**config.mk**
```make
export PLATFORM = sky130hd
export DESIGN_NAME = rse_fifo
export DESIGN_NICKNAME = d
export VERILOG_FILES = /design/src/rtl/core/rse_pkg.sv /design/src/rtl/core/rse_fifo.sv
export SDC_FILE = /design/constraint.sdc
export NUM_CORES = 1
export LEC_CHECK = 0
export ABC_AREA = 1
export BUFFER_PORTS_ARGS = -buffer_cell sky130_fd_sc_hd__buf_2
export CAP_MARGIN = 20
export CORE_AREA = 4 4 55 57
export CTS_CLUSTER_SIZE = 20
export DETAILED_ROUTE_END_ITERATION = 8
export DIE_AREA = 0 0 59 61
export PLACE_DENSITY = 0.66
export SKIP_LAST_GASP = 1
export SLEW_MARGIN = 20
export SYNTH_ARGS = -nofsm -noshare
export SYNTH_HDL_FRONTEND = slang
export SYNTH_SLANG_ARGS = --single-unit
```
**constraint.sdc**
```tcl
create_clock -name clk_i -period 1.59 [get_ports clk_i]
set_input_delay 0.2385 -clock clk_i [delete_from_list [all_inputs] [get_ports clk_i]]
set_output_delay 0.2385 -clock clk_i [all_outputs]
set_load 0.05 [all_outputs]
```
**src/rtl/core/rse_pkg.sv**
```systemverilog
// ----------------------------------------------------------------------------
// rse_pkg: shared types, constants and GF(256) helpers
// Item formats, configuration register indexes and the field multiplier
// used by the generator derivation and the division LFSR.
// ----------------------------------------------------------------------------
package rse_pkg;

  localparam int unsigned PcW      = 6;
  localparam int unsigned FpW      = 9;
  localparam int unsigned CfgIdxW  = 2;

  localparam logic [FpW-1:0] FIELD_POLY_RESET = 9'h11d;

  typedef enum logic [CfgIdxW-1:0] {
    CFG_PARITY_COUNT = 2'd0,
    CFG_FIELD_POLY   = 2'd1
  } cfg_idx_e;

  typedef struct packed {
    logic [7:0] data_byte;
    logic       last_in;
  } in_item_t;

  typedef struct packed {
    logic [7:0] out_byte;
    logic       is_parity;
    logic       last_out;
    logic       fault;
  } out_item_t;

  // One classified message byte on its way from the front to the back.
  typedef struct packed {
    logic [7:0] data;
    logic       last;
    logic       fault;
  } q_entry_t;

  // Configuration state seen by the front and the back.
  typedef struct packed {
    logic [PcW-1:0] parity_count;
    logic [7:0]     red;
    logic           clear;
    logic           busy;
  } rse_ctrl_t;

  // Multiplication by alpha, reduced by the low byte of the field polynomial.
  function automatic logic [7:0] gf_xtime(input logic [7:0] a, input logic [7:0] red);
    gf_xtime = a[7] ? ({a[6:0], 1'b0} ^ red) : {a[6:0], 1'b0};
  endfunction

  function automatic logic [7:0] gf_mul(input logic [7:0] a, input logic [7:0] b,
                                        input logic [7:0] red);
    logic [7:0] x;
    logic [7:0] acc;
    x   = a;
    acc = '0;
    for (int k = 0; k < 8; k++) begin
      if (b[k]) begin
        acc = acc ^ x;
      end
      x = gf_xtime(x, red);
    end
    gf_mul = acc;
  endfunction

endpackage

```
**src/rtl/core/rse_fifo.sv**
```systemverilog
// ----------------------------------------------------------------------------
// rse_fifo: two-entry queue between front and back
// Lets the front keep accepting bytes while the back streams parity.
// ----------------------------------------------------------------------------
module rse_fifo import rse_pkg::*; (
  input  logic     clk_i,
  input  logic     rst_ni,
  input  logic     push_i,
  input  q_entry_t entry_i,
  output logic     full_o,
  input  logic     pop_i,
  output logic     empty_o,
  output q_entry_t entry_o
);

  localparam int unsigned Depth = 2;
  localparam int unsigned PtrW  = $clog2(Depth);
  localparam int unsigned CntW  = $clog2(Depth + 1);

  q_entry_t        mem_q [Depth];
  logic [PtrW-1:0] wr_ptr_q, rd_ptr_q;
  logic [CntW-1:0] cnt_q;

  assign full_o  = (cnt_q == CntW'(Depth));
  assign empty_o = (cnt_q == '0);
  assign entry_o = mem_q[rd_ptr_q];

  always_ff @(posedge clk_i) begin
    if (push_i) begin
      mem_q[wr_ptr_q] <= entry_i;
    end
  end

  always_ff @(posedge clk_i or negedge rst_ni) begin
    if (!rst_ni) begin
      wr_ptr_q <= '0;
      rd_ptr_q <= '0;
      cnt_q    <= '0;
    end else begin
      if (push_i) begin
        wr_ptr_q <= wr_ptr_q + 1'b1;
      end
      if (pop_i) begin
        rd_ptr_q <= rd_ptr_q + 1'b1;
      end
      if (push_i && !pop_i) begin
        cnt_q <= cnt_q + 1'b1;
      end else if (pop_i && !push_i) begin
        cnt_q <= cnt_q - 1'b1;
      end
    end
  end

  a_no_overrun: assert property (@(posedge clk_i) disable iff (!rst_ni)
    (full_o && !pop_i) |=> (cnt_q == CntW'(Depth)) && $stable(wr_ptr_q))
    else $error("queue written while full");

endmodule

```
* Word level (Yosys, flattened, before mapping)
Memories as Yosys holds them, arrays and structs flattened.
Cells that the tools add are included.
** Cells by class
- Reduce and logical (&&, ||, !) cells :: 6
- Equal/unequal tests :: 1
- Multiplexer cells :: 4
- $add $sub $neg :: 4
** Operator list (number)
- $mux 2 :: 2
- $add 1x1->1 const B :: 2
- $add 2x1->2 const B :: 1
- $eq 2x2->1 const B :: 1
- $logic_and 1x1->1 :: 2
- $logic_not 1->1 :: 2
- $logic_not 2->1 :: 1
- $mux 1 :: 2
- $reduce_bool 2->1 :: 1
- $sub 2x1->2 const B :: 1
** Word-level totals
- Input bits :: 14
- Memories kept :: 1
- RAM bits :: 20
- Output and inout bits :: 12
- Logic and storage cells :: 19
- Flip-flop bits (word level) :: 4
** Memories
- mem_q :: depth 2, bits a word 10, rd ports 1, clocked after memory_dff 0, write ports 1, RTL line rse_fifo.sv:20 : q_entry_t mem_q [Depth];

* Longest topological paths before layout
- Depth after elaboration :: 4
- Mapped depth :: 7
- Gate-level depth less buffers :: 7

* Worst setup path after synthesis
OpenSTA, ideal clock, no wires.
- Kind :: reg2out
- Start :: reg cnt_q[0]
- End :: out full_o
- Data required time :: 1.351 ns
- Setup slack :: 0.277 ns
- Buffers on the path :: 0
- Stages on the path, launching flop included :: 2
- Data arrival time :: 1.075 ns
- Cell sequence :: dfrtp_1 -> nor2_1
** Between the ends
- Word-level cells in the longest chain between the ends :: 1
** Ends and longest elaborated chain
- start: declaration :: RTL line rse_fifo.sv:22 : logic [CntW-1:0] cnt_q;
- start signal: assignment :: RTL line rse_fifo.sv:47 : cnt_q <= cnt_q + 1'b1;
- start signal: assignment :: RTL line rse_fifo.sv:49 : cnt_q <= cnt_q - 1'b1;
- $eq 2x2->1 :: RTL line rse_fifo.sv:24 : assign full_o = (cnt_q == CntW'(Depth));
- end: declaration :: RTL line rse_fifo.sv:10 : output logic full_o,
No other way between the ends.

==> flow_summary_export.csv <==
group,metric,value,unit
power_and_ir_drop,p_leak,0.558,nW
detailed_routing,vias,513,
detailed_routing,dr_wl_met2,650,um
detailed_routing,routed_via_density,4.31,
die,pin_count,26,
worst_setup_path,startpoint_type,"flop",
sta,final_hold_viol_count,0,
clock_network,htree_levels,1,
clock_network,cts.clk_slew.worst_paths,0.12,ns
sta,skew,0.00938,ns
cells_and_area,final_core_util,0.509,
sta,fmax,643,MHz
cells_and_area,nNetsFinal,105,
detailed_routing,wire_per_inst,11.7,um
cells_and_area,area_growth,30.6,%
sta,timing.slew.headroom,0.735,
detailed_routing,met3WireLength,121,um
worst_setup_path,worstPathMaxFanout,6,
grt,grt_pass1_vias,507,
logic_synthesis,syn_nets,71,
grt,grt-ovfl-total,0,
logic_synthesis,synth_ff_type,"edfxtp_1",
sta,tns,0,ns
cells_and_area,final_area,0.00126,sq mm
sta,period_needed,1.56,ns
worst_setup_path,cp_data_required_time,1.35,ns
logic_synthesis,synth_edf_count,20,
logic_synthesis,yosysTopAreaCell,"edfxtp_1",
clock_network,clk_latency,0.31,ns
logic_synthesis,async_reset_ff_frac,0.167,
power_and_ir_drop,p_per_area,1970,mW/mm^2
sta,tightestPinTransition,0.397,ns
cells_and_area,diodes,0,
sta,setup_viol,0,
clock_network,cts_tree,"done",
clock_network,cts-buffers-inserted,3,
detailed_routing,routed_wirelength,1390,um
detailed_routing,drt-initial-drc-count,6,
clock_network,cts_sinks,24,
die,rows,18,
grt,antenna_found_initial,0,
die,coreArea,0.00248,sq mm
logic_synthesis,syn_inst,56,
cells_and_area,seq_area,701,sq um
logic_synthesis,yosysWarningCount,0,
detailed_routing,drt.antenna.violating_nets,0,
logic_synthesis,syn_area,965,sq um
placement,gp_congestion,0.617,
logic_synthesis,netlist_top_cells_area,"edfxtp_1 62%, mux2_4 14%, dfrtp_1 10%",
die,start_util,0.389,
grt,grt_pass1_wl,2090,um
logic_synthesis,synth_common_cells,"20 x edfxtp_1, 9 x mux2_4, 7 x inv_1, 5 x nand2_1, 4 x dfrtp_1",
detailed_routing,maxUsedRoutingLayer,"met4",
sta,period_share,0.978,
logic_synthesis,ys_types,13,
sta,grt_setup_unrepaired,"yes",
detailed_routing,firstDrtPassIters,4,
logic_synthesis,avgSynthCellArea,17.2,sq um
cells_and_area,nFillCells,224,
worst_setup_path,critPathKind,"flop to output port",
placement,dp_hpwl,1050,um
cells_and_area,drive_gt1_frac,0.472,
cells_and_area,multi_input_area,230,sq um
die,die_x,59,um
logic_synthesis,yosysMostFrequentCell,"edfxtp_1",
die,dieArea,0.00360,sq mm
grt,grt_usage,0.0811,
placement,portBuffers,25,
die,die_h,61,um
power_and_ir_drop,ir_drop,0.00109,V
clock_network,clockRootBuffer,"clkbuf_4",
outcome,status,"finished, final reports clean",
worst_setup_path,end_kind,"output port",
worst_setup_path,cp.arrival,1.32,ns
logic_synthesis,ys_ff_latch,24,
detailed_routing,wl_met1,599,um
placement,dpl_cell_area,0.00114,sq mm
sta,fin_hold_ws,0.107,ns
hold_path,hp-class,"input port to flop",
detailed_routing,route.detailed.drc,0,
clock_network,clockBufferDepth,2,
logic_synthesis,synth_top_cell_area_share,0.623,
job,maxCapViolations,0,
sta,drv_slew,0,
logic_synthesis,yosysSeqAreaShare,0.726,
power_and_ir_drop,p_total,2.48,mW
grt,grt_start_max_net_pins,14,
==> per-layer routing <==
layer  vias up  global-route usage
li1        261                   -
met1       230              0.0950
met2        20               0.129
met3         2              0.0277
met4         0              0.0485
met5         -                   0
==> where the power goes <==
group          total, mW  internal (mW)  switching (mW)  leakage, nW
logic               1.30          0.539           0.757        0.309
clock network      0.263         0.0979           0.165       0.0150
registers          0.920          0.850          0.0703        0.235
total               2.48           1.49           0.993        0.558
==> timing repair <==
| item | 4_1_cts | 5_1_grt |
|---|---|---|
| pin swaps | 0 | 0 |
| endpoints found under the setup margin | 10 | 10 |
| hold buffers | 1 | 0 |
| buffers inserted | 0 | 1 |
| gates resized for setup | 17 | 7 |
| endpoints found under the hold margin | 4 | 0 |
==> placed cells by master, fill, tap and decap left out, drive strengths merged, types with 2 or more instances in the layout <==
cell and instances:
buf 29, clkbuf 4, dfrtp 4, edfxtp 20, inv 7, mux2 10
nand2 5, nor2 3, xor2 2
==> per-stage QoR <==
stage	setup WS [ns]	cells
after floorplan	0.277	56
after global placement	0.322	113
after detailed placement	0.315	113
after CTS	-0.0148	118
after global routing	-0.00764	119
final	0.0345	119
==> kinds of logic after synthesis <==
family	count (synthesis)	synth area share
xor+xnor	3	0.0272
simple gates	10	0.0428
buf+inv	8	0.0389
flops	24	0.726
mux	10	0.152
fa+ha+maj	1	0.0130
==> final cells by class <==
class	instances	share of cell area
flip-flops and latches	24	0.556
repair buffers	30	0.190
multi-input cells	24	0.183
well taps	30	0.0298
clock buffers	4	0.0209
inverters	7	0.0209
==> worst max-delay path, stage by stage, from the launching register on <==
cell and delay, ns:
dfrtp_1 0.41, buf_6 0.15, mux2_4 0.30, buf_6 0.15
==> sequential cells by signal (all words and copies together) (netlist names) <==
signal / flops
rd_ptr_q: 1
wr_ptr_q: 1
cnt_q: 2
mem_q: 20
==> final timing paths <==
path / from / endpoint / slack, ns / depth (start not counted)
worst min register to register: wr_ptr_q$_DFFE_PN0P_ / wr_ptr_q$_DFFE_PN0P_ / 0.50 / 1
worst max-delay path: rd_ptr_q$_DFFE_PN0P_ / entry_o[8] / 0.03 / 3
max in group asynchronous: rst_ni / cnt_q[1]$_DFFE_PN0P_ / 1.22 / 2
worst max register to register: wr_ptr_q$_DFFE_PN0P_ / mem_q[1][4]$_DFFE_PP_ / 0.49 / 2
min in group asynchronous: rst_ni / wr_ptr_q$_DFFE_PN0P_ / 0.24 / 2
worst min-delay path: entry_i[9] / mem_q[0][9]$_DFFE_PP_ / 0.11 / 1
Note: power is estimated with default switching activity, not from simulation.
