===== config.mk =====
export PLATFORM = sky130hd
export DESIGN_NAME = rse_front
export DESIGN_NICKNAME = d
export VERILOG_FILES = /design/src/rtl/core/rse_pkg.sv /design/src/rtl/core/rse_front.sv
export SDC_FILE = /design/constraint.sdc
export NUM_CORES = 1
export LEC_CHECK = 0
export BUFFER_PORTS_ARGS = -buffer_cell sky130_fd_sc_hd__buf_2
export CORE_MARGIN = 10
export CORE_UTILIZATION = 43
export CTS_BUF_LIST = sky130_fd_sc_hd__clkbuf_8
export CTS_CLUSTER_DIAMETER = 100
export DETAILED_ROUTE_END_ITERATION = 12
export GPL_ROUTABILITY_DRIVEN = 0
export PLACE_DENSITY = 0.8
export SLEW_MARGIN = 10
export SYNTH_ARGS = -nofsm -noshare
export SYNTH_HDL_FRONTEND = slang
export SYNTH_SLANG_ARGS = --single-unit

===== constraint.sdc =====
create_clock -name clk_i -period 2.6 [get_ports clk_i]
set_input_delay 0.39 -clock clk_i [delete_from_list [all_inputs] [get_ports clk_i]]
set_output_delay 0.39 -clock clk_i [all_outputs]
set_load 0.02 [all_outputs]

===== src/rtl/core/rse_pkg.sv =====
// ----------------------------------------------------------------------------
// rse_pkg: shared types, constants and GF(256) helpers
// Item formats, configuration register indexes and the field multiplier
// used by the generator derivation and the division LFSR.
// ----------------------------------------------------------------------------
package rse_pkg;

  localparam int unsigned PcW      = 6;
  localparam int unsigned FpW      = 9;
  localparam int unsigned CfgIdxW  = 2;

  localparam logic [FpW-1:0] FIELD_POLY_RESET = 9'h11d;

  typedef enum logic [CfgIdxW-1:0] {
    CFG_PARITY_COUNT = 2'd0,
    CFG_FIELD_POLY   = 2'd1
  } cfg_idx_e;

  typedef struct packed {
    logic [7:0] data_byte;
    logic       last_in;
  } in_item_t;

  typedef struct packed {
    logic [7:0] out_byte;
    logic       is_parity;
    logic       last_out;
    logic       fault;
  } out_item_t;

  // One classified message byte on its way from the front to the back.
  typedef struct packed {
    logic [7:0] data;
    logic       last;
    logic       fault;
  } q_entry_t;

  // Configuration state seen by the front and the back.
  typedef struct packed {
    logic [PcW-1:0] parity_count;
    logic [7:0]     red;
    logic           clear;
    logic           busy;
  } rse_ctrl_t;

  // Multiplication by alpha, reduced by the low byte of the field polynomial.
  function automatic logic [7:0] gf_xtime(input logic [7:0] a, input logic [7:0] red);
    gf_xtime = a[7] ? ({a[6:0], 1'b0} ^ red) : {a[6:0], 1'b0};
  endfunction

  function automatic logic [7:0] gf_mul(input logic [7:0] a, input logic [7:0] b,
                                        input logic [7:0] red);
    logic [7:0] x;
    logic [7:0] acc;
    x   = a;
    acc = '0;
    for (int k = 0; k < 8; k++) begin
      if (b[k]) begin
        acc = acc ^ x;
      end
      x = gf_xtime(x, red);
    end
    gf_mul = acc;
  endfunction

endpackage


===== src/rtl/core/rse_front.sv =====
// ----------------------------------------------------------------------------
// rse_front: input acceptance and block classification
// Counts message bytes, tracks overlong blocks and tags each item with
// its fault state before it enters the queue.
// ----------------------------------------------------------------------------
module rse_front import rse_pkg::*; #(
  parameter int unsigned MAX_DATA = 255
) (
  input  logic      clk_i,
  input  logic      rst_ni,
  input  logic      in_valid_i,
  output logic      in_ready_o,
  input  in_item_t  in_i,
  input  rse_ctrl_t ctrl_i,
  input  logic      full_i,
  output logic      push_o,
  output q_entry_t  entry_o
);

  localparam int unsigned CntW = $clog2(MAX_DATA + 1);
  localparam logic [CntW-1:0] MaxCnt = CntW'(MAX_DATA);

  logic [CntW-1:0] count_q, count_d;
  logic            ovf_q, ovf_d;
  logic            at_max;
  logic            ovf_now;

  assign in_ready_o = !full_i && !ctrl_i.busy;
  assign push_o     = in_valid_i && in_ready_o;

  assign at_max  = (count_q >= MaxCnt);
  assign ovf_now = ovf_q || at_max;

  assign entry_o.data  = in_i.data_byte;
  assign entry_o.last  = in_i.last_in;
  assign entry_o.fault = (ctrl_i.parity_count == '0) || ovf_now;

  always_comb begin
    count_d = count_q;
    ovf_d   = ovf_q;
    if (ctrl_i.clear) begin
      count_d = '0;
      ovf_d   = 1'b0;
    end else if (push_o) begin
      if (in_i.last_in) begin
        count_d = '0;
        ovf_d   = 1'b0;
      end else begin
        count_d = at_max ? count_q : count_q + 1'b1;
        ovf_d   = ovf_now;
      end
    end
  end

  always_ff @(posedge clk_i or negedge rst_ni) begin
    if (!rst_ni) begin
      count_q <= '0;
      ovf_q   <= 1'b0;
    end else begin
      count_q <= count_d;
      ovf_q   <= ovf_d;
    end
  end

endmodule


After elaboration in Yosys (flattened, before gate mapping)
Index checks and enable logic that the tools add are counted.
- magnitude comparators: 1
- equality and inequality tests: 1
- add/sub/neg operators: 1
- mux-type cells: 7
- reductions and logical operators: 9
- operators with widths (kind ; number):
    two-way mux 8 bit ; 4
    adder 8 x 1 -> 8 bit (second input constant) ; 1
    >= comparator 8 bit (second input constant) ; 1
    zero test 6 bit ; 1
    two-way mux 1 bit ; 3
    != test 3 bit (second input constant) ; 1
    logical AND 1 bit ; 2
    zero test 1 bit ; 2
    logical OR 1 bit ; 2
    AND reduction 2 bit ; 1
    nonzero test 2 bit ; 1
- input port bits: 29
- logic and storage cells: 21
- output and inout bits: 12
- bits in registers: 9

Logic depth before layout (Yosys ltp)
- depth in word-level cells: 5
- gate-level depth with buffers: 5

Worst setup path after synthesis
OpenSTA, ideal clock, no wires.
- path type: register to register
- start point: register count_q[0]
- end point: register count_q[5]
- slack: 810 ps
- clock period less this slack: 1790 ps
- cell stages (with the launch flop): 6
- library setup time: 82 ps
- data required time: 2518 ps
- arrival time: 1708 ps
- cells stage by stage: dfrtp_1 > ha_1 > nand4_1 > or3b_1 > or4_1 > a31oi_1
- longest elaborated chain between the ends: 5
- elaborated cells on any way between the ends: 8
- classes of those cells: 1 x add/sub; 1 x order compare; 1 x eq/ne; 4 x mux; 1 x reduce/logical
- RTL lines (item ; RTL line ; text):
    start, declared ; rse_front.sv:23 ; logic [CntW-1:0] count_q, count_d;
    start signal, assigned ; rse_front.sv:60 ; count_q <= count_d;
    adder 8 x 1 -> 8 bit ; rse_front.sv:49 ; count_d = at_max ? count_q : count_q + 1'b1;
    two-way mux 8 bit ; rse_front.sv:49 ;
    two-way mux 8 bit ; rse_front.sv:45 ; if (in_i.last_in) begin
    two-way mux 8 bit ; rse_front.sv:44 ; end else if (push_o) begin
    two-way mux 8 bit ; rse_front.sv:41 ; if (ctrl_i.clear) begin
Several ways; a longest one is shown, not always the timed one. The select of a mux whose other input is x is not followed.
A chain may end at the register's enable or synchronous reset.

==> impl_summary.txt <==
----------------------------------------------------
[Drt]
  Number of vias per cell after detailed routing ... 5.921
  Remaining design rule violation count ... 0
  Post-detailed-route wirelength per cell ... 15.47 um
  Overall via count from detail_route ... 598
  Router iterations before antenna repair ... 4
  Antenna-violating nets left ... 0
  Number of violations reported at the end of detailed-routing iteration 0 ... 9
  Final WL ... 1.562 mm

[Timing]
  Final worst slack ... 0.3363 ns
  Peak clock frequency supported by timing ... 441.7 MHz
  Hold Vio Cnt, Final ... 0
  Setup-failing EPs final ... 0
  Final period demand of the worst path ... 2.264 ns
  Max Clock Skew ... 0.004124 ns
  Max Slew Vio Count ... 0
  Measured slew at the worst slew-check pin ... 0.2191 ns
  Max transition margin ... 85.24%
  Unrepaired setup endpoints after global routing ... false
  Total negative slack for setup checks ... 0 ns
  Final Cycle Share ... 87.07%

[Global routing]
  Antenna violations before repair ... 0
  Total congestion overflow after global routing ... 0
  Total routing resource utilization after global routing ... 9.948%
  Maximum number of pins on one net before global-route repair ... 15
  Global-route wire length before repair ... 2.635 mm
  Vias in the first global route ... 558

[CTS]
  Clock-pin slew on the worst setup and hold paths ... 0.05 ns
  H-tree level count ... 1
  Sinks on Clock Net ... 9
  TritonCTS clock tree ... built
  Quantity of gates resized following cts ... 0
  Maximum clock path buffer count ... 2
  Buffer type at the clock tree root ... clkbuf_8
  Num CTS Buffers ... 3
  Clk_lat worst skew ... 0.24 ns
  Number of post-CTS setup repair buffers ... 0

[Job]
  Max Cap Viol ... 0

[Logic synthesis]
  Synth area leaders ... dfrtp_1 34%, buf_4 10%, nand3b_1 5.7%
  Synthesized Nets ... 105
  Most used flip-flop cell after synthesis ... dfrtp_1
  Synth warn ... 0
  Area fraction of the dominant cell type after synthesis ... 34.22%
  Cell type with the highest aggregate area in the netlist ... dfrtp_1
  Synth unique cells ... 28
  Post-synthesis register bit count ... 9
  Part of the Yosys area used for sequential elements ... 34.22%
  Ranking of synthesized cells by instance count ... 9 x buf_4, 9 x dfrtp_1, 6 x nand2_1
  Number of flops mapped to enable cells by yosys ... 0
  Post-synth ARST share ... 100.0%
  Mean Syn Cell Area ... 8.775 um^2
  Synth Cell Area ... 658.1 um^2
  Number of instances in the synthesized netlist ... 75

[Setup path]
  Top delay family on crit path ... simple AND/OR/NAND/NOR gates
  CP Data Required Time ... 2.21 ns
  Endpoint of the lowest-slack register-to-register path ... count_q[5]$_DFFE_PN0P_
  Source of the worst register-to-register timing path ... count_q[0]$_DFFE_PN0P_
  Largest incremental delay on the critical path ... 0.44 ns
  Worst R2R Path Depth ... 5
  Critical path launch point ... count_q[0]$_DFFE_PN0P_
  Startpoint Class ... flip-flop
  Worst Path Buf+Inv ... 2
  Crit end category ... output port
  Endpoint arrival time on the critical path ... 1.87 ns
  Cell type of the slowest stage on the worst timing path ... dfrtp_1
  Critical Path Fanout Max ... 7
  Ordered list of cells on the worst path ... ha_1 > nand4_1 > nor2_1 > buf_4 > or3_1 > buf_2
  Register-to-register path setup slack ... 0.63 ns
  Setup CP Type ... reg -> out

[Worst hold path]
  Hold_sp ... ctrl_i[1]
  Hold-critical path endpoint ... count_q[7]$_DFFE_PN0P_
  Worst hold path stage count ... 2
  Worst min-delay path category ... in -> reg

[Cells and area]
  Antenna diode count ... 0
  Area growth from synthesis to layout ... 12.55%
  Post-route design area ... 740.7 um^2
  Fill cell total of the finished layout ... 147
  Share of the core filled with cells in the final layout ... 50.34%
  Final layout net count ... 116
  Area occupied by registers ... 225.2 um^2
  Fraction of layout cells with a size suffix above 1 ... 28.24%
  Multi-input gate area ... 349.1 um^2

[Pwr]
  Sequential group share of total power ... 41.8%
  Combinational power share ... 9.1%
  Sw Pwr ... 82.48 uW
  Power density over the cells ... 459.0 nW/um^2
  Largest voltage drop on the vdd net ... 0.4062 mV
  Clock power frac ... 49.1%
  Leak ... 0.3262 nW
  Internal ... 257.5 uW
  Switching power share of the total ... 24.26%

[Floorplanning]
  Rows ... 14
  Horizontal die dimension ... 59.12 um
  Floorplan Core Area ... 1471 um^2
  Number of top-level design ports ... 41
  Full die area ... 3495 um^2
  Starting density of the core ... 44.73%
  Die extent in y ... 59.12 um

[Placed design]
  Post-detailed-placement cell area ... 685.7 um^2
  Final HPWL from detailed placement ... 1.144 mm
  Count of input and output buffers ... 16
  Pre-CTS worst setup slack ... 0.6175 ns

[Run status]
  Status ... finished, final reports clean

----------------------------------------------------
[how the worst max path moves through the flow]
| stage | endpoint | cells after the start |
|---|---|---|
| after floorplan | count_q[5]$_DFFE_PN0P_ | 5 |
| after global placement | entry_o[0] | 6 |
| after detailed placement | entry_o[0] | 6 |
| after CTS | entry_o[0] | 6 |
| after global routing | entry_o[0] | 6 |
| final | entry_o[0] | 6 |
[through the flow]
| step | hold WS (ns) | total power, mW | instances |
|---|---|---|---|
| after global routing | 0.4809 | 0.3563 | 101 |
| after floorplan | 0.09441 | 0.1774 | 75 |
| after detailed placement | 0.2562 | 0.1746 | 96 |
| final | 0.4650 | 0.3400 | 101 |
| after global placement | 0.2539 | 0.1738 | 96 |
| after CTS | 0.4597 | 0.3447 | 101 |
[per-layer routing]
metal / track usage [%] / up-vias / share of wire (%)
li1: - / 297 / -
met3: 5.365 / 2 / 9.9
met2: 14.71 / 25 / 47
met1: 10.83 / 274 / 41
met5: 0 / - / 0
met4: 6.230 / 0 / 1.8
[power by group through the flow]
stage	Sequential [mW]	Combinational (mW)	Clock, mW
after global placement	0.144	0.0297	0
final	0.142	0.0311	0.167
after global routing	0.142	0.0345	0.180
after CTS	0.142	0.0316	0.171
after detailed placement	0.144	0.0304	0
after floorplan	0.144	0.0335	0
[sequential cells by signal, indices dropped and copies added, names as in the netlist]
| signal | count |
|---|---|
| count_q | 8 |
| ovf_q | 1 |
[worst reg2reg max path: cells and delay by family, from the launching register on]
family / cells / cell delay (ns)
AO/OA/AOI/OAI: 1 / 0.18
flip-flops: 1 / 0.44
adder cells (fa/ha/maj): 1 / 0.29
AND/OR/NAND/NOR: 3 / 0.97
[timing repair]
action,4_1_cts,5_1_grt
hold endpoints to repair,5,0
hold buffers,1,0
setup endpoints to repair,0,0
[cell families (layout without fill, tap and decap cells)]
family / Yosys count / count (layout) / synth area share [%]
AND/OR/NAND/NOR: 33 / 33 / 31.56
AO/OA/AOI/OAI: 17 / 17 / 16.54
buffers and inverters: 13 / 23 / 12.74
flip-flops: 9 / 9 / 34.22
multiplexers: 2 / 2 / 3.042
adder cells (fa/ha/maj): 1 / 1 / 1.901
[cell type report]
class	instances	share of cell area, %
multi-input combinational	53	47.13
sequential	9	30.41
timing repair buffer	18	13.18
clock buffer	3	5.574
tap	16	2.703
clock inverter	1	0.5068
inverter	1	0.5068
[cells in the final DEF, fill, tap and decap left out, types with 3 or more instances in the layout]
cell and n:
buf_2 16, nor3_1 3, nand4_1 3, o21ai_0 4, dfrtp_1 9, nand2_1 6
a31oi_1 5, nand3b_1 5, clkbuf_8 3, nor2_1 3, or4_1 5
No activity file was read; power rests on OpenSTA's default activity.
