[config.mk]
export PLATFORM = sky130hd
export DESIGN_NAME = rse_gen
export DESIGN_NICKNAME = d
export VERILOG_FILES = /design/src/rtl/core/rse_pkg.sv /design/src/rtl/core/rse_gen.sv
export SDC_FILE = /design/constraint.sdc
export NUM_CORES = 2
export LEC_CHECK = 0
export BUFFER_PORTS_ARGS = -buffer_cell sky130_fd_sc_hd__buf_2
export CAP_MARGIN = 20
export CORE_ASPECT_RATIO = 1.25
export CORE_MARGIN = 4
export CORE_UTILIZATION = 60
export DETAILED_ROUTE_END_ITERATION = 7
export PLACE_DENSITY = 0.79
export RECOVER_POWER = 100
export SLEW_MARGIN = 20
export SYNTH_ARGS = -nofsm -noshare
export SYNTH_HDL_FRONTEND = slang
export SYNTH_SLANG_ARGS = --single-unit
[constraint.sdc]
create_clock -name clk_i -period 6.92 [get_ports clk_i]
set_input_delay 0.692 -clock clk_i [delete_from_list [all_inputs] [get_ports clk_i]]
set_output_delay 0.692 -clock clk_i [all_outputs]
set_load 0.05 [all_outputs]
[src/rtl/core/rse_pkg.sv]
// ----------------------------------------------------------------------------
// rse_pkg: shared types, constants and GF(256) helpers
// Item formats, configuration register indexes and the field multiplier
// used by the generator derivation and the division LFSR.
// ----------------------------------------------------------------------------
package rse_pkg;

  localparam int unsigned PcW      = 6;
  localparam int unsigned FpW      = 9;
  localparam int unsigned CfgIdxW  = 2;

  localparam logic [FpW-1:0] FIELD_POLY_RESET = 9'h11d;

  typedef enum logic [CfgIdxW-1:0] {
    CFG_PARITY_COUNT = 2'd0,
    CFG_FIELD_POLY   = 2'd1
  } cfg_idx_e;

  typedef struct packed {
    logic [7:0] data_byte;
    logic       last_in;
  } in_item_t;

  typedef struct packed {
    logic [7:0] out_byte;
    logic       is_parity;
    logic       last_out;
    logic       fault;
  } out_item_t;

  // One classified message byte on its way from the front to the back.
  typedef struct packed {
    logic [7:0] data;
    logic       last;
    logic       fault;
  } q_entry_t;

  // Configuration state seen by the front and the back.
  typedef struct packed {
    logic [PcW-1:0] parity_count;
    logic [7:0]     red;
    logic           clear;
    logic           busy;
  } rse_ctrl_t;

  // Multiplication by alpha, reduced by the low byte of the field polynomial.
  function automatic logic [7:0] gf_xtime(input logic [7:0] a, input logic [7:0] red);
    gf_xtime = a[7] ? ({a[6:0], 1'b0} ^ red) : {a[6:0], 1'b0};
  endfunction

  function automatic logic [7:0] gf_mul(input logic [7:0] a, input logic [7:0] b,
                                        input logic [7:0] red);
    logic [7:0] x;
    logic [7:0] acc;
    x   = a;
    acc = '0;
    for (int k = 0; k < 8; k++) begin
      if (b[k]) begin
        acc = acc ^ x;
      end
      x = gf_xtime(x, red);
    end
    gf_mul = acc;
  endfunction

endpackage

[src/rtl/core/rse_gen.sv]
// ----------------------------------------------------------------------------
// rse_gen: configuration registers and generator derivation
// Holds the parity count and field polynomial and multiplies out
// g(x) = prod (x + alpha^i), one root per cycle, after each effective write.
// ----------------------------------------------------------------------------
module rse_gen import rse_pkg::*; #(
  parameter int unsigned MAX_PARITY = 32
) (
  input  logic                          clk_i,
  input  logic                          rst_ni,
  input  logic                          cfg_valid_i,
  output logic                          cfg_ready_o,
  input  logic [CfgIdxW-1:0]            cfg_idx_i,
  input  logic [FpW-1:0]                cfg_data_i,
  output rse_ctrl_t                     ctrl_o,
  output logic [MAX_PARITY-1:0][7:0]    coeffs_o
);

  logic [PcW-1:0]                 pc_q, pc_d;
  logic [7:0]                     red_q, red_d;
  logic [MAX_PARITY-1:0][7:0]     poly_q, poly_d;
  logic [7:0]                     root_q, root_d;
  logic [PcW-1:0]                 step_q, step_d;
  logic                           busy_q, busy_d;
  logic                           wr_acc;
  logic                           wr_eff;

  assign cfg_ready_o = !busy_q;
  assign wr_acc      = cfg_valid_i && cfg_ready_o;

  // A parity count with low bits past MAX_PARITY is dropped without side effects.
  always_comb begin
    wr_eff = 1'b0;
    pc_d   = pc_q;
    red_d  = red_q;
    if (wr_acc) begin
      unique case (cfg_idx_i)
        CFG_PARITY_COUNT: begin
          if (cfg_data_i[PcW-1:0] <= PcW'(MAX_PARITY)) begin
            wr_eff = 1'b1;
            pc_d   = cfg_data_i[PcW-1:0];
          end
        end
        CFG_FIELD_POLY: begin
          wr_eff = 1'b1;
          red_d  = cfg_data_i[7:0];
        end
        default: wr_eff = 1'b0;
      endcase
    end
  end

  always_comb begin
    poly_d = poly_q;
    root_d = root_q;
    step_d = step_q;
    busy_d = busy_q;
    if (wr_eff) begin
      poly_d    = '0;
      poly_d[0] = 8'h01;
      root_d    = 8'h02;
      step_d    = '0;
      busy_d    = (pc_d != '0);
    end else if (busy_q) begin
      for (int k = 0; k < MAX_PARITY; k++) begin
        poly_d[k] = ((k == 0) ? 8'h00 : poly_q[k-1]) ^ gf_mul(root_q, poly_q[k], red_q);
      end
      root_d = gf_xtime(root_q, red_q);
      step_d = step_q + 1'b1;
      if (step_q + 1'b1 == pc_q) begin
        busy_d = 1'b0;
      end
    end
  end

  always_ff @(posedge clk_i or negedge rst_ni) begin
    if (!rst_ni) begin
      pc_q   <= '0;
      red_q  <= FIELD_POLY_RESET[7:0];
      poly_q <= '0;
      root_q <= 8'h02;
      step_q <= '0;
      busy_q <= 1'b0;
    end else begin
      pc_q   <= pc_d;
      red_q  <= red_d;
      poly_q <= poly_d;
      root_q <= root_d;
      step_q <= step_d;
      busy_q <= busy_d;
    end
  end

  assign ctrl_o.parity_count = pc_q;
  assign ctrl_o.red          = red_q;
  assign ctrl_o.clear        = wr_eff;
  assign ctrl_o.busy         = busy_q;
  assign coeffs_o            = poly_q;

  a_step_in_range: assert property (@(posedge clk_i) disable iff (!rst_ni)
    busy_q |-> (step_q < pc_q))
    else $error("generator step counter ran past the parity count");

endmodule

# == Word level (Yosys, flattened, before mapping) ==
# Cells that the tools add are included.
# Widths: inputs -> output; s select.
# classes
reduce_logical,6
eq_ne,2
n_mux,788
n_bitwise,262
add_sub_neg,1
n_lt_le_gt_ge,1
# op_table
op,n
$mux 8,775
$xor 8x8->8,262
$mux 256,2
$mux 6,5
$add 6x1->6 const B,1
$eq 6x6->1,1
$le 6x6->1 const B,1
$reduce_bool 6->1,1
$mux 1,5
$eq 2x1->1 const B,1
$logic_not 2->1,1
$pmux 1 s2,1
$reduce_and 2->1,1
$reduce_bool 2->1,1
$logic_and 1x1->1,1
$logic_not 1->1,1
# word_totals
regBits,285
word_cells,1097
inputBits,14

# == Depth between registers and ports, before layout ==
# depth
ltp_word,36
mapped_depth,18

# == Least setup slack after synthesis ==
# No wires, ideal clock.
# synth_timing
kind,reg2reg
from,register red_q[6]
to,register poly_q (netlist bit coeffs_o[5])
path_stages_with_launch,14
setup_slack_ns,2.848
synth_period_minus_slack_ns,4.072
t_required_ns,6.851
path_buffers,2
setup_time_ns,0.069
t_arrival_ns,4.003
cell_sequence,dfrtp_1 > clkbuf_1 > and2b_2 > xnor2_1 > o21ai_0 > a21oi_1 > o311a_4 > or4_1 > buf_2 > a221o_1 > a21boi_1 > xnor3_1 > or3_1 > nand3_1
# synth_between
elab_chain_len,25
# synth_lines
element,line,source
start: declaration,rse_gen.sv:20,"logic [7:0] red_q, red_d;"
start signal: assignment,rse_gen.sv:79,red_q <= FIELD_POLY_RESET[7:0];
start signal: assignment,rse_gen.sv:86,red_q <= red_d;
$xor 8x8->8,rse_pkg.sv:48,"gf_xtime = a[7] ? ({a[6:0], 1'b0} ^ red) : {a[6:0], 1'b0};"
$mux 8,rse_pkg.sv:48,
$xor 8x8->8,rse_pkg.sv:48,
$mux 8 (2 in series),rse_pkg.sv:48,
$xor 8x8->8,rse_pkg.sv:59,acc = acc ^ x;
$mux 8,rse_pkg.sv:58,if (b[k]) begin
$mux 8,rse_gen.sv:64,end else if (busy_q) begin
$mux 8,rse_gen.sv:58,if (wr_eff) begin
[8 not listed],n/a,
$xor 8x8->8,rse_pkg.sv:59,
$mux 8,rse_pkg.sv:58,
$mux 8,rse_gen.sv:64,
$mux 8,rse_gen.sv:58,
$xor 8x8->8,rse_pkg.sv:59,
$mux 8 *,rse_pkg.sv:58,
$mux 256 *,rse_gen.sv:64,
$mux 256 *,rse_gen.sv:58,
end signal: assignment,rse_gen.sv:87,poly_q <= poly_d;
end: declaration,rse_gen.sv:21,"logic [MAX_PARITY-1:0][7:0] poly_q, poly_d;"
# Mark *: on every way between the ends. The rest lies on a longest branch, timed or not. The select of a mux whose other input is x is not followed.
# A chain may end at the register's enable or synchronous reset.

# == Worst setup path after layout ==
# layout_timing
from,register red_q[4]
to,register poly_q (netlist bit coeffs_o[212])
# layout_between
elab_chain_len,33
# layout_lines
element,line,source
$xor 8x8->8,rse_pkg.sv:48,
$mux 8,rse_pkg.sv:48,
$xor 8x8->8,rse_pkg.sv:59,
$mux 8,rse_pkg.sv:58,
$mux 8,rse_gen.sv:64,
$mux 8,rse_gen.sv:58,
$xor 8x8->8,rse_pkg.sv:59,
$mux 8,rse_pkg.sv:58,
[17 not listed],n/a,
$mux 8,rse_gen.sv:58,
$xor 8x8->8,rse_pkg.sv:59,
$mux 8 *,rse_pkg.sv:58,
$mux 8 *,rse_gen.sv:64,
$mux 8 *,rse_gen.sv:58,
$xor 8x8->8 *,rse_gen.sv:66,"poly_d[k] = ((k == 0) ? 8'h00 : poly_q[k-1]) ^ gf_mul(root_q, poly_q[k], red_q);"
$mux 256 *,rse_gen.sv:64,
$mux 256 *,rse_gen.sv:58,
# Marked as above.

==> qor.txt <==
Data arrival, critical path - 7.21 ns
Area of the die - 75200 um2
Biggest area consumer among synthesized cells - xnor2_1
Status - complete, but fails checks
Area occupied by multi-input gates - 33000 um2
Initial antenna violation count - 8
Boundary Pins - 287
Share of layout cells above drive strength 1 - 5.62%
Via count of the first global-routing pass - 44200
Routability Congestion - 1.06
Total number of nets in the final design - 5662
Total via count after detailed routing - 47200
Worst min-delay path category - primary input to flop
Synth Area per Inst - 7.26 um2
Pin count of the biggest net entering global routing - 176
Required arrival time at the worst endpoint - 7.38 ns
Seq/Total Area, Yosys - 16.8%
Post-synthesis instance area - 42500 um2
Number of library cell types mapped by synthesis - 84
CTS H-Tree Depth - 2
Total grt overflow - 0
Worst Setup SP - red_q[4]
Final period demand of the worst path - 6.74 ns
Dominant register cell in the synthesized netlist - dfrtp_1
Share of the cycle needed by the critical path after routing - 97.5%
Number of enable flip-flop cells after synthesis - 0
Post-CTS setup-driven buffer insertion count - 0
Critical path startpoint category - flop
Place WS - 1.19 ns
Clock-pin slew of the registers on the worst-case setup and hold paths - 0.07 ns
Global-route wire length before repair - 282 mm
Post-DP HPWL - 114 mm
Crit path capture type - flop
Relative area change from synthesis to final layout - 6.28%
Final WS setup - 0.176 ns
1st-pass router iterations - 8
Flip-flop and latch count after synthesis - 285
Setup total negative slack - 0 ns
Chip Width - 246 um
Type of the setup path with the least slack - flop to flop
Cell with the most instances after synthesis - xnor2_1
Maximum number of buffers from clock root to sink - 3
Setup repair after global routing missed its margin - no
DRT iter0 DRCs - 7929
Clock tree root buffer cell - clkbuf_16
Effective utilization at floorplan - 60.8%
Gr usage total - 49.5%
CP max FO - 36
Post-cts gate resize count - 0
FFs w/ async S/R, synth - 100%
Startpoint of the lowest-slack register-to-register path - red_q[4]
Share of the synthesized area in the top cell type - 33.0%
Die Ht - 306 um
WL per Instance - 29.3 um
Final routed DRC violation total - 12
Final ANT Viol Nets - 0
YS warnings - 0
Number of hold-slack violations in the final timing report - 0
Max-cap violations - 8
Hold Crit Start - cfg_data_i[6]
WL final - 194 mm
Clock latency at the later pin of the worst-skew pair - 0.61 ns
Transition time of the tightest slew-check pin - 4.74 ns
Count of mapped cells out of synthesis - 5857
Count of hold buffers inserted by post-cts repair - 0
Final number of setup-violating endpoints - 0
Number of sinks driven by the clock tree - 285
Number of filler cells placed in the layout - 6218
Core region area - 69900 um2
Final Skew - 0.0478 ns
Post-Syn Nets - 5872
Peak Freq - 148 MHz
Fin. max-slew vios - 485
Clock buffers created by TritonCTS - 39
Cell types occupying the most area after synthesis - xnor2_1 33%, dfrtp_1 16%, nand2_1 11%
Area taken by flip-flops and latches - 7150 um2
Failing checks - design-rule violations, max-capacitance violations, max-slew violations
Routed via count divided by cell count - 7.14
Clock tree from TritonCTS - done
Rows - 108
Number of buffer cells added on primary ports - 285
Relative slew slack - -216%
Leading post-synthesis cells by instance count - 1603 x xnor2_1, 1249 x nand2_1, 588 x nand3_1, 536 x clkbuf_1, 411 x o21ai_0
[through the flow]
step | hold WS [ns] | std cells | area, um2 | util, %
final | 0.346 | 6616 | 45200 | 64.7
after global routing | 0.385 | 6611 | 45200 | 64.6
after CTS | 0.0988 | 6611 | 45600 | 65.3
after detailed placement | 0.554 | 6541 | 44300 | 63.3
after global placement | 0.536 | 6540 | 44200 | 63.3
after floorplan | 0.396 | 5857 | 42500 | -
[metal layers]
metal	share of wire [%]	GRT usage [%]	vias up
li1	-	-	19000
met3	17	18.2	1615
met5	0.0088	0.256	-
met4	11	40.6	2
met1	32	58.7	21900
met2	40	71.3	4667
[registers in the layout, indices dropped and copies added, names as in the netlist]
| signal | cells |
|---|---|
| busy_q | 1 |
| step_q | 6 |
| root_q | 8 |
| red_q | 8 |
| coeffs_o | 256 |
| pc_q | 6 |
[cells by family after synthesis]
kind of cell | share of synthesized area, %
AO/OA/AOI/OAI | 15.0
adder cells (fa/ha/maj) | 0.0294
XOR/XNOR | 39.9
multiplexers | 1.10
buffers and inverters | 6.74
AND/OR/NAND/NOR | 20.4
flip-flops | 16.8
[layout make-up]
type,count,area share (%)
multi-input combinational,4842,73.0
sequential,285,15.8
timing repair buffer,436,5.22
clock buffer,59,2.60
tap,935,2.59
clock inverter,11,0.363
inverter,43,0.357
antenna,5,0.0277
[placed cells by master (no fill, tap or decap), types with 67 or more instances in the layout]
cell and instances:
nand3_1 587, o21ai_0 460, buf_4 129, o311ai_0 109, o211ai_1 130, xnor2_1 1596
xnor3_1 67, nand2_1 1247, dfrtp_1 273, xor2_1 139, clkbuf_1 283
[critical path, stage by stage, from the launching register on]
cell and delay [ns]:
dfstp_1 1.03, inv_1 0.46, a211oi_1 0.60, or4_2 0.73
nand2_1 0.18, xnor3_1 0.50, buf_4 0.43, nor4_1 0.39
a2111o_1 0.65, clkbuf_1 0.82, nand3_1 0.19, xnor2_1 0.28
o211ai_1 0.14, o311ai_1 0.17
[worst paths after layout]
| kind | end | slack, ns | depth (start not counted) |
|---|---|---|---|
| hold / removal | red_q[6] | 0.35 | 3 |
| setup reg to reg | coeffs_o[212] | 0.18 | 13 |
| max in group asynchronous | coeffs_o[177] | 2.42 | 1 |
| setup / recovery | coeffs_o[212] | 0.18 | 13 |
| hold reg to reg | step_q[2] | 0.56 | 1 |
| min in group asynchronous | coeffs_o[24] | 1.74 | 1 |
Power is left out: the tool's default activity adds up to more than one toggle a clock period on the data nets, which glitch-free logic cannot reach.
