$ cat config.mk
export PLATFORM = sky130hd
export DESIGN_NAME = rse_back
export DESIGN_NICKNAME = d
export VERILOG_FILES = /design/src/rtl/core/rse_pkg.sv /design/src/rtl/core/rse_back.sv
export SDC_FILE = /design/constraint.sdc
export NUM_CORES = 2
export LEC_CHECK = 0
export BUFFER_PORTS_ARGS = -buffer_cell sky130_fd_sc_hd__buf_4
export CORE_ASPECT_RATIO = 0.9
export CORE_MARGIN = 2
export CORE_UTILIZATION = 40
export CTS_BUF_LIST = sky130_fd_sc_hd__clkbuf_8
export DETAILED_ROUTE_END_ITERATION = 10
export PLACE_DENSITY = 0.65
export SLEW_MARGIN = 10
export SYNTH_ARGS = -nofsm -noshare
export SYNTH_HDL_FRONTEND = slang
export SYNTH_SLANG_ARGS = --single-unit
$ cat constraint.sdc
create_clock -name clk_i -period 5.6 [get_ports clk_i]
set_input_delay 0.28 -clock clk_i [delete_from_list [all_inputs] [get_ports clk_i]]
set_output_delay 0.28 -clock clk_i [all_outputs]
set_load 0.05 [all_outputs]
$ cat src/rtl/core/rse_pkg.sv
// ----------------------------------------------------------------------------
// rse_pkg: shared types, constants and GF(256) helpers
// Item formats, configuration register indexes and the field multiplier
// used by the generator derivation and the division LFSR.
// ----------------------------------------------------------------------------
package rse_pkg;

  localparam int unsigned PcW      = 6;
  localparam int unsigned FpW      = 9;
  localparam int unsigned CfgIdxW  = 2;

  localparam logic [FpW-1:0] FIELD_POLY_RESET = 9'h11d;

  typedef enum logic [CfgIdxW-1:0] {
    CFG_PARITY_COUNT = 2'd0,
    CFG_FIELD_POLY   = 2'd1
  } cfg_idx_e;

  typedef struct packed {
    logic [7:0] data_byte;
    logic       last_in;
  } in_item_t;

  typedef struct packed {
    logic [7:0] out_byte;
    logic       is_parity;
    logic       last_out;
    logic       fault;
  } out_item_t;

  // One classified message byte on its way from the front to the back.
  typedef struct packed {
    logic [7:0] data;
    logic       last;
    logic       fault;
  } q_entry_t;

  // Configuration state seen by the front and the back.
  typedef struct packed {
    logic [PcW-1:0] parity_count;
    logic [7:0]     red;
    logic           clear;
    logic           busy;
  } rse_ctrl_t;

  // Multiplication by alpha, reduced by the low byte of the field polynomial.
  function automatic logic [7:0] gf_xtime(input logic [7:0] a, input logic [7:0] red);
    gf_xtime = a[7] ? ({a[6:0], 1'b0} ^ red) : {a[6:0], 1'b0};
  endfunction

  function automatic logic [7:0] gf_mul(input logic [7:0] a, input logic [7:0] b,
                                        input logic [7:0] red);
    logic [7:0] x;
    logic [7:0] acc;
    x   = a;
    acc = '0;
    for (int k = 0; k < 8; k++) begin
      if (b[k]) begin
        acc = acc ^ x;
      end
      x = gf_xtime(x, red);
    end
    gf_mul = acc;
  endfunction

endpackage

$ cat src/rtl/core/rse_back.sv
// ----------------------------------------------------------------------------
// rse_back: division LFSR and result sequencer
// Passes message bytes through, advances the LFSR stages in use each byte and
// shifts the parity out, highest stage first, after a good block's last byte.
// ----------------------------------------------------------------------------
module rse_back import rse_pkg::*; #(
  parameter int unsigned MAX_PARITY = 32
) (
  input  logic                       clk_i,
  input  logic                       rst_ni,
  input  rse_ctrl_t                  ctrl_i,
  input  logic [MAX_PARITY-1:0][7:0] coeffs_i,
  input  logic                       empty_i,
  input  q_entry_t                   entry_i,
  output logic                       pop_o,
  output logic                       out_valid_o,
  input  logic                       out_ready_i,
  output out_item_t                  out_o
);

  localparam int unsigned IdxW = (MAX_PARITY > 1) ? $clog2(MAX_PARITY) : 1;

  typedef enum logic [1:0] {
    BK_DATA   = 2'b01,
    BK_PARITY = 2'b10
  } back_state_e;

  back_state_e                state_q, state_d;
  logic [MAX_PARITY-1:0][7:0] stages_q, stages_d;
  logic [MAX_PARITY-1:0][7:0] adv;
  logic [MAX_PARITY-1:0][7:0] shifted;
  logic [PcW-1:0]             rem_q, rem_d;
  logic [PcW-1:0]             n_m1;
  logic [IdxW-1:0]            top_idx;
  logic [7:0]                 fb;
  logic                       load_ok;
  logic                       emit;
  logic                       out_valid_q, out_valid_d;
  out_item_t                  out_q, out_d;

  assign n_m1    = ctrl_i.parity_count - 1'b1;
  assign top_idx = n_m1[IdxW-1:0];
  assign fb      = entry_i.data ^ stages_q[top_idx];
  assign load_ok = !out_valid_q || out_ready_i;

  // Only the stages below the parity count take part; the rest stay zero.
  always_comb begin
    for (int j = 0; j < MAX_PARITY; j++) begin
      if (PcW'(j) < ctrl_i.parity_count) begin
        adv[j]     = ((j == 0) ? 8'h00 : stages_q[j-1]) ^ gf_mul(coeffs_i[j], fb, ctrl_i.red);
        shifted[j] = (j == 0) ? 8'h00 : stages_q[j-1];
      end else begin
        adv[j]     = stages_q[j];
        shifted[j] = stages_q[j];
      end
    end
  end

  always_comb begin
    state_d  = state_q;
    stages_d = stages_q;
    rem_d    = rem_q;
    out_d    = out_q;
    pop_o    = 1'b0;
    emit     = 1'b0;
    unique case (state_q)
      BK_DATA: begin
        if (load_ok && !empty_i) begin
          pop_o           = 1'b1;
          emit            = 1'b1;
          out_d.out_byte  = entry_i.data;
          out_d.is_parity = 1'b0;
          out_d.last_out  = entry_i.last && entry_i.fault;
          out_d.fault     = entry_i.fault;
          if (ctrl_i.parity_count != '0) begin
            stages_d = adv;
          end
          if (entry_i.last) begin
            if (entry_i.fault) begin
              stages_d = '0;
            end else begin
              state_d = BK_PARITY;
              rem_d   = ctrl_i.parity_count;
            end
          end
        end
      end
      BK_PARITY: begin
        if (load_ok) begin
          emit            = 1'b1;
          out_d.out_byte  = stages_q[top_idx];
          out_d.is_parity = 1'b1;
          out_d.last_out  = (rem_q == PcW'(1));
          out_d.fault     = 1'b0;
          stages_d        = shifted;
          rem_d           = rem_q - 1'b1;
          if (rem_q == PcW'(1)) begin
            state_d = BK_DATA;
          end
        end
      end
      default: state_d = BK_DATA;
    endcase
    if (ctrl_i.clear) begin
      stages_d = '0;
      state_d  = BK_DATA;
    end
  end

  assign out_valid_d = emit || (out_valid_q && !out_ready_i);

  always_ff @(posedge clk_i or negedge rst_ni) begin
    if (!rst_ni) begin
      state_q     <= BK_DATA;
      stages_q    <= '0;
      rem_q       <= '0;
      out_valid_q <= 1'b0;
    end else begin
      state_q     <= state_d;
      stages_q    <= stages_d;
      rem_q       <= rem_d;
      out_valid_q <= out_valid_d;
    end
  end

  always_ff @(posedge clk_i) begin
    out_q <= out_d;
  end

  assign out_valid_o = out_valid_q;
  assign out_o       = out_q;

  a_rem_nonzero: assert property (@(posedge clk_i) disable iff (!rst_ni)
    (state_q == BK_PARITY) |-> (rem_q != '0))
    else $error("parity state entered with nothing left to send");

  a_lfsr_cleared: assert property (@(posedge clk_i) disable iff (!rst_ni)
    (state_q == BK_PARITY && emit && rem_q == PcW'(1)) |=> (stages_q == '0))
    else $error("LFSR not empty after the final parity item");

endmodule

# Yosys cells after proc, flatten, opt, wreduce, memory -nomap -nowiden

Index checks and enable logic that the tools add are counted.

Bits in registers: 276
Bits of input ports: 286
Output and inout bits: 13
Word-level logic and storage cells: 1,471

$add $sub $neg: 2
Magnitude comparators: 33
Equal/unequal tests: 44
Muxes and demuxes: 827
Bitwise operators: 480
Reductions and logical operators: 46

Operators with widths:

| operator                                                    | count |
|---|---|
| two-way mux 8 bit                                           | 800 |
| XOR 8 bit                                                   | 480 |
| two-way mux 256 bit                                         | 6 |
| case mux 256 bit (2 select lines)                           | 1 |
| AND reduction 4 bit                                         | 32 |
| inequality test 3 bit (second input constant)               | 37 |
| less-than comparator 5 x 6 -> 1 bit (first input constant)  | 16 |
| less-than comparator 4 x 6 -> 1 bit (first input constant)  | 8 |
| binary-select mux 8 bit (select 5 bit)                      | 1 |
| less-than comparator 3 x 6 -> 1 bit (first input constant)  | 4 |
| two-way mux 6 bit                                           | 4 |
| two-way mux 11 bit                                          | 2 |
| case mux 11 bit (2 select lines)                            | 1 |
| less-than comparator 1 x 6 -> 1 bit (first input constant)  | 2 |
| less-than comparator 2 x 6 -> 1 bit (first input constant)  | 2 |
| two-way mux 2 bit                                           | 6 |
| case mux 6 bit (2 select lines)                             | 1 |
| AND reduction 5 bit                                         | 2 |
| inequality test 2 bit (second input constant)               | 4 |
| equality test 6 x 1 -> 1 bit (second input constant)        | 1 |
| less-than comparator 5 x 6 -> 1 bit (second input constant) | 1 |
| nonzero test 6 bit                                          | 1 |
| subtractor 6 x 1 -> 6 bit (second input constant)           | 1 |
| subtractor 5 x 1 -> 5 bit (second input constant)           | 1 |
| 11 further kinds                                            | 18 |

# Logic depth before layout (Yosys ltp)

Depth in word-level cells: 35
Depth in mapped cells: 27
Gate-level depth less buffers: 16

# Worst setup path before layout

Ideal clock, no wire load.

Path type: in2reg
From: input ctrl_i[10] (netlist name)
To: register stages_q[111] (netlist name)
Library setup time: 0.142 ns
Arrival time: 5.411 ns
Required time: 5.458 ns
Setup slack: 0.046 ns
Stages: 23
Path buffers: 13
Cells stage by stage: buf_2 -> buf_4 -> buf_6 -> buf_6 -> buf_2 -> inv_1 -> ha_1 -> buf_4 -> buf_4 -> buf_4 -> clkbuf_1 -> buf_2 -> mux4_2 -> mux4_2 -> mux2i_1 -> xnor2_1 -> buf_2 -> clkbuf_1 -> clkbuf_1 -> o21ai_0 -> a211oi_1 -> xnor2_1 -> o221ai_1

Word-level cells in the longest chain between the ends: 35
Elaborated cells between the ends (all ways): 39
Classes of those cells: add/sub (1); order compare (1); eq/ne (1); mux (25); bitwise (9); reduce/logical (2)

RTL lines:

| item                                    | RTL line        | source |
|---|---|---|
| from (decl)                             | rse_back.sv:11  | `input rse_ctrl_t ctrl_i,` |
| subtractor 5 x 1 -> 5 bit               | rse_back.sv:41  | `assign n_m1 = ctrl_i.parity_count - 1'b1;` |
| binary-select mux 8 bit (select 5 bit)  | rse_back.sv:43  | `assign fb = entry_i.data ^ stages_q[top_idx];` |
| two-way mux 8 bit (implied by the code) | rse_back.sv:43  |  |
| XOR 8 bit                               | rse_back.sv:43  |  |
| two-way mux 8 bit                       | rse_pkg.sv:58   | `if (b[k]) begin` |
| two-way mux 8 bit                       | rse_back.sv:49  | `if (PcW'(j) < ctrl_i.parity_count) begin` |
| XOR 8 bit                               | rse_pkg.sv:59   | `acc = acc ^ x;` |
| two-way mux 8 bit                       | rse_pkg.sv:58   |  |
| [... 19 more ...]                       | -               |  |
| XOR 8 bit                               | rse_back.sv:50  | `adv[j] = ((j == 0) ? 8'h00 : stages_q[j-1]) ^ gf_mul(coeffs_i[j], fb, ctrl_i.red);` |
| two-way mux 8 bit                       | rse_back.sv:49  |  |
| two-way mux 256 bit                     | rse_back.sv:75  | `if (ctrl_i.parity_count != '0) begin` |
| two-way mux 256 bit                     | rse_back.sv:79  | `if (entry_i.fault) begin` |
| two-way mux 256 bit                     | rse_back.sv:78  | `if (entry_i.last) begin` |
| two-way mux 256 bit                     | rse_back.sv:68  | `if (load_ok && !empty_i) begin` |
| case mux 256 bit (2 select lines)       | rse_back.sv:66  | `unique case (state_q)` |
| two-way mux 256 bit                     | rse_back.sv:104 | `if (ctrl_i.clear) begin` |
| to (signal assigned)                    | rse_back.sv:120 | `stages_q <= stages_d;` |
| to (decl)                               | rse_back.sv:29  | `logic [MAX_PARITY-1:0][7:0] stages_q, stages_d;` |

Several ways; a longest one is shown, not always the timed one. The select of a mux whose other input is x is not followed.
A chain may end at the register's enable or synchronous reset.

# Worst setup path after layout

From: input ctrl_i[10] (netlist name)
To: register stages_q[209] (netlist name)

The elaborated chain is that of the path after synthesis.

==> impl_metrics.env <==
export IMPL_standard_cell_core_area_um2=211000
export IMPL_run_status="completed"
export IMPL_vdd_ir_drop_max_uv=309
export IMPL_yosysUniqueCellTypes=123
export IMPL_critPathRequiredTime_ns=6.28
export IMPL_detail_route_wirelength_um=465000
export IMPL_cts_buffers_inserted=67
export IMPL_num_vias=97600
export IMPL_area_sequential_um2=6960
export IMPL_crit_path_frequent_cell="sky130_fd_sc_hd__xnor2_1"
export IMPL_placed_wire_length_estimate_after_detailed_placement_um=341000
export IMPL_grt_start_max_net_pins=102
export IMPL_grt_met2_usage=0.569
export IMPL_synthesized_instance_count=12600
export IMPL_max_cap_viol_count=0
export IMPL_clockBufferDepth=3
export IMPL_slowest_stage_delay_on_critical_path_ns=0.89
export IMPL_wire_per_inst_um=30.0
export IMPL_final_nets=12800
export IMPL_die_h_um=441
export IMPL_dp_cells=15200
export IMPL_p_leak_uw=0.0365
export IMPL_ctsHtreeMaxLevel=3
export IMPL_critPathArrivalTime_ns=6.13
export IMPL_final_setup_viol_count=0
export IMPL_proportion_of_register_bits_with_asynchronous_set_or_reset_after_synthesis=0.960
export IMPL_yosys_area_top_type="sky130_fd_sc_hd__xnor2_1"
export IMPL_area_of_the_mapped_netlist_um2=84700
export IMPL_use_met3=0.136
export IMPL_clkSlewWorstSetupHoldPaths_ns=0.06
export IMPL_antenna_found_initial=130
export IMPL_ios=299
export IMPL_first_global_vias=86600
export IMPL_total_power_uw=52000
export IMPL_detail_route_iter0_violations=15200
export IMPL_start_util=0.402
export IMPL_synthDominantCellAreaShare=0.245
export IMPL_finalHoldViolCount=0
export IMPL_grt_setup_unrepaired="no"
export IMPL_max_slew_worst_pin_slew_ns=1.36
export IMPL_crit_path_top_delay_cell="sky130_fd_sc_hd__xnor2_2"
export IMPL_crit_fanout=61
export IMPL_global_route_usage_met1=0.525
export IMPL_drt_pre_antenna_iters=7
export IMPL_dieArea_um2=215000
export IMPL_fp_row_count=160
export IMPL_yosys_most_used_dff="sky130_fd_sc_hd__dfrtp_1"
export IMPL_synth_yosys_seq_area_share=0.0822
export IMPL_fin_crit_sh=0.972
export IMPL_yosys_register_bits=276
export IMPL_worstSetupPathType="primary input to register"
export IMPL_number_of_vias_per_cell=6.31
export IMPL_worst_skew_pair_late_latency_ns=0.81
export IMPL_netlist_top_cells_area="sky130_fd_sc_hd__xnor2_1, sky130_fd_sc_hd__nand2_1, sky130_fd_sc_hd__xor2_1"
export IMPL_final_instance_count_excl_fill=15500
export IMPL_timing_fmax_mhz=184
export IMPL_area_occupied_by_multi_input_gates_um2=73200
export IMPL_post_synth_top_count_cell="sky130_fd_sc_hd__nand2_1"
export IMPL_final_period_minus_worst_setup_slack_ns=5.44
export IMPL_drc_errors_left=0
export IMPL_filler_cell_count=22100
export IMPL_worst_hold_slack_ns=0.0461
export IMPL_worst_setup_path_end_kind="register"
export IMPL_slew_limit_headroom=0.0939
export IMPL_slew_viol_final=0
export IMPL_drive_gt1_frac=0.102
export IMPL_wire_length_of_the_first_global_routing_pass_um=657000
export IMPL_grtUsageTotal=0.419
export IMPL_synth_yosys_warnings=0
export IMPL_grt_remaining_overflow=0
export IMPL_drtAntennaViolNets=0
export IMPL_clock_sinks=276
export IMPL_cts_tree="done"
export IMPL_p_per_area_nw_per_um2=555
export IMPL_worstPathCellList="dlygate4sd3_1, buf_4, buf_12, or3_1, nor2_1, o311ai_0, o2111ai_1, buf_4, xnor2_2, buf_12, nor2_1, xnor3_1, xnor2_1, xnor2_1, xnor2_1, xnor2_1, nor3_1, o41ai_1"
export IMPL_clockRootBuffer="sky130_fd_sc_hd__clkbuf_8"
export IMPL_setup_tns_final_ns=0
export IMPL_synth_commonest_cells="sky130_fd_sc_hd__nand2_1, sky130_fd_sc_hd__xnor2_1, sky130_fd_sc_hd__nor2_1, sky130_fd_sc_hd__xor2_1, sky130_fd_sc_hd__o21ai_0"
export IMPL_die_w_um=489
export IMPL_final_setup_skew_ns=0.0625
export IMPL_start_kind="primary input"
export IMPL_synth_nets=12900
export IMPL_count_of_flip_flops_with_a_built_in_enable_after_synthesis=11
export IMPL_hp_class="primary input to register"
export IMPL_gpl_final_weighted_congestion=1.07
export IMPL_place_port_buffers=297
export IMPL_final_core_utilization=0.444
export IMPL_synthesis_area_per_instance_um2=6.72
export IMPL_area_growth_syn_to_layout_pct=10.6
export IMPL_timing_critical_path_max_delay_family="XOR/XNOR gates"
export IMPL_crit_buf_inv=5
export IMPL_busiest_layer="met2"
## registers in the layout, indices dropped and copies added (netlist names)
register     cells
out_o           11
out_valid_o      1
rem_q            6
stages_q       256
state_q          2
## area by class of cell
| class | instances | share of cell area |
|---|---|---|
| Antenna cell | 118 | 0.00315 |
| Inverter | 72 | 0.00306 |
| Timing Repair Buffer | 860 | 0.0837 |
| Sequential cell | 276 | 0.0743 |
| Tap cell | 2835 | 0.0379 |
| Multi-Input combinational cell | 11200 | 0.781 |
| Clock buffer | 79 | 0.0116 |
| Clock inverter | 40 | 0.00547 |
## repair_timing
item                      in CTS  in global routing
hold buffers                  11                  0
hold endpoints to repair      78                  0
setup buffers                  0                  0
resized for setup              0                  0
## cell usage in the layout, fill, tap and decap left out, drive strengths merged, types with 24 or more instances in the layout
| master | netlist | final |
|---|---|---|
| a31oi | 39 | 39 |
| a21boi | 71 | 71 |
| a22oi | 207 | 207 |
| nor2b | 53 | 53 |
| xor3 | 24 | 24 |
| nor3 | 221 | 221 |
| a21oi | 642 | 642 |
| nand2 | 2936 | 2936 |
| o31ai | 38 | 38 |
| o211ai | 68 | 68 |
| xor2 | 780 | 780 |
| nand3b | 44 | 44 |
| nand3 | 171 | 171 |
| inv | 70 | 87 |
| a211oi | 64 | 64 |
| clkbuf | 524 | 79 |
| o311ai | 29 | 29 |
| buf | 525 | 849 |
| and3 | 97 | 97 |
| a22o | 175 | 175 |
| a21o | 51 | 51 |
| o221ai | 50 | 50 |
| mux4 | 71 | 71 |
| nand2b | 108 | 108 |
| diode | 0 | 118 |
| nor4 | 46 | 46 |
| xnor3 | 99 | 99 |
| mux2i | 67 | 67 |
| o22ai | 28 | 28 |
| nor2 | 1016 | 1016 |
| o21ai | 777 | 777 |
| a32oi | 127 | 127 |
| or3 | 66 | 66 |
| nor3b | 39 | 39 |
| and2 | 51 | 51 |
| a311oi | 26 | 26 |
| xnor2 | 2397 | 2397 |
| o21a | 75 | 75 |
| dfrtp | 264 | 264 |
| or2 | 72 | 72 |
## final timing paths
kind	start	cells after the start	slack, ns	end
max	ctrl_i[10]	18	0.16	stages_q[209]
min	entry_i[8]	3	0.05	out_o[9]
max reg2reg	stages_q[1]	16	0.54	stages_q[144]
min reg2reg	stages_q[248]	2	0.52	stages_q[248]
max in group asynchronous	rst_ni	3	4.29	stages_q[14]
min in group asynchronous	rst_ni	2	0.06	stages_q[151]
## power breakdown
| part | switching, uW | internal (uW) |
|---|---|---|
| combinational | 25600 | 19200 |
| clock | 1330 | 1850 |
| sequential | 1420 | 2660 |
| total | 28400 | 23700 |
## cell families after synthesis
group           share of synthesized area
mux                                0.0295
compound gates                      0.212
buf+inv                            0.0583
xor+xnor                            0.364
fa+ha+maj                         0.00103
simple gates                        0.253
flops                              0.0822
## metal layers
metal | vias to the layer above | wire [um]
li1 | 42500 | -
met4 | 40 | 46300
met1 | 45800 | 170000
met5 | - | 261
met2 | 7523 | 182000
met3 | 1782 | 65900
## through the flow
step	instance area [um2]	worst slack (ns)
after floorplan	84700	0.0464
after global placement	91700	0.296
after detailed placement	91700	0.315
after CTS	93400	0.527
after global routing	93600	0.00789
final	93700	0.155
## worst min-delay path: cells and delay by family
family / cells / cell delay, ns
buf+inv: 1 / 0.15
compound gates: 1 / 0.08
simple gates: 1 / 0.10
Note: power is estimated with default switching activity, not from simulation.
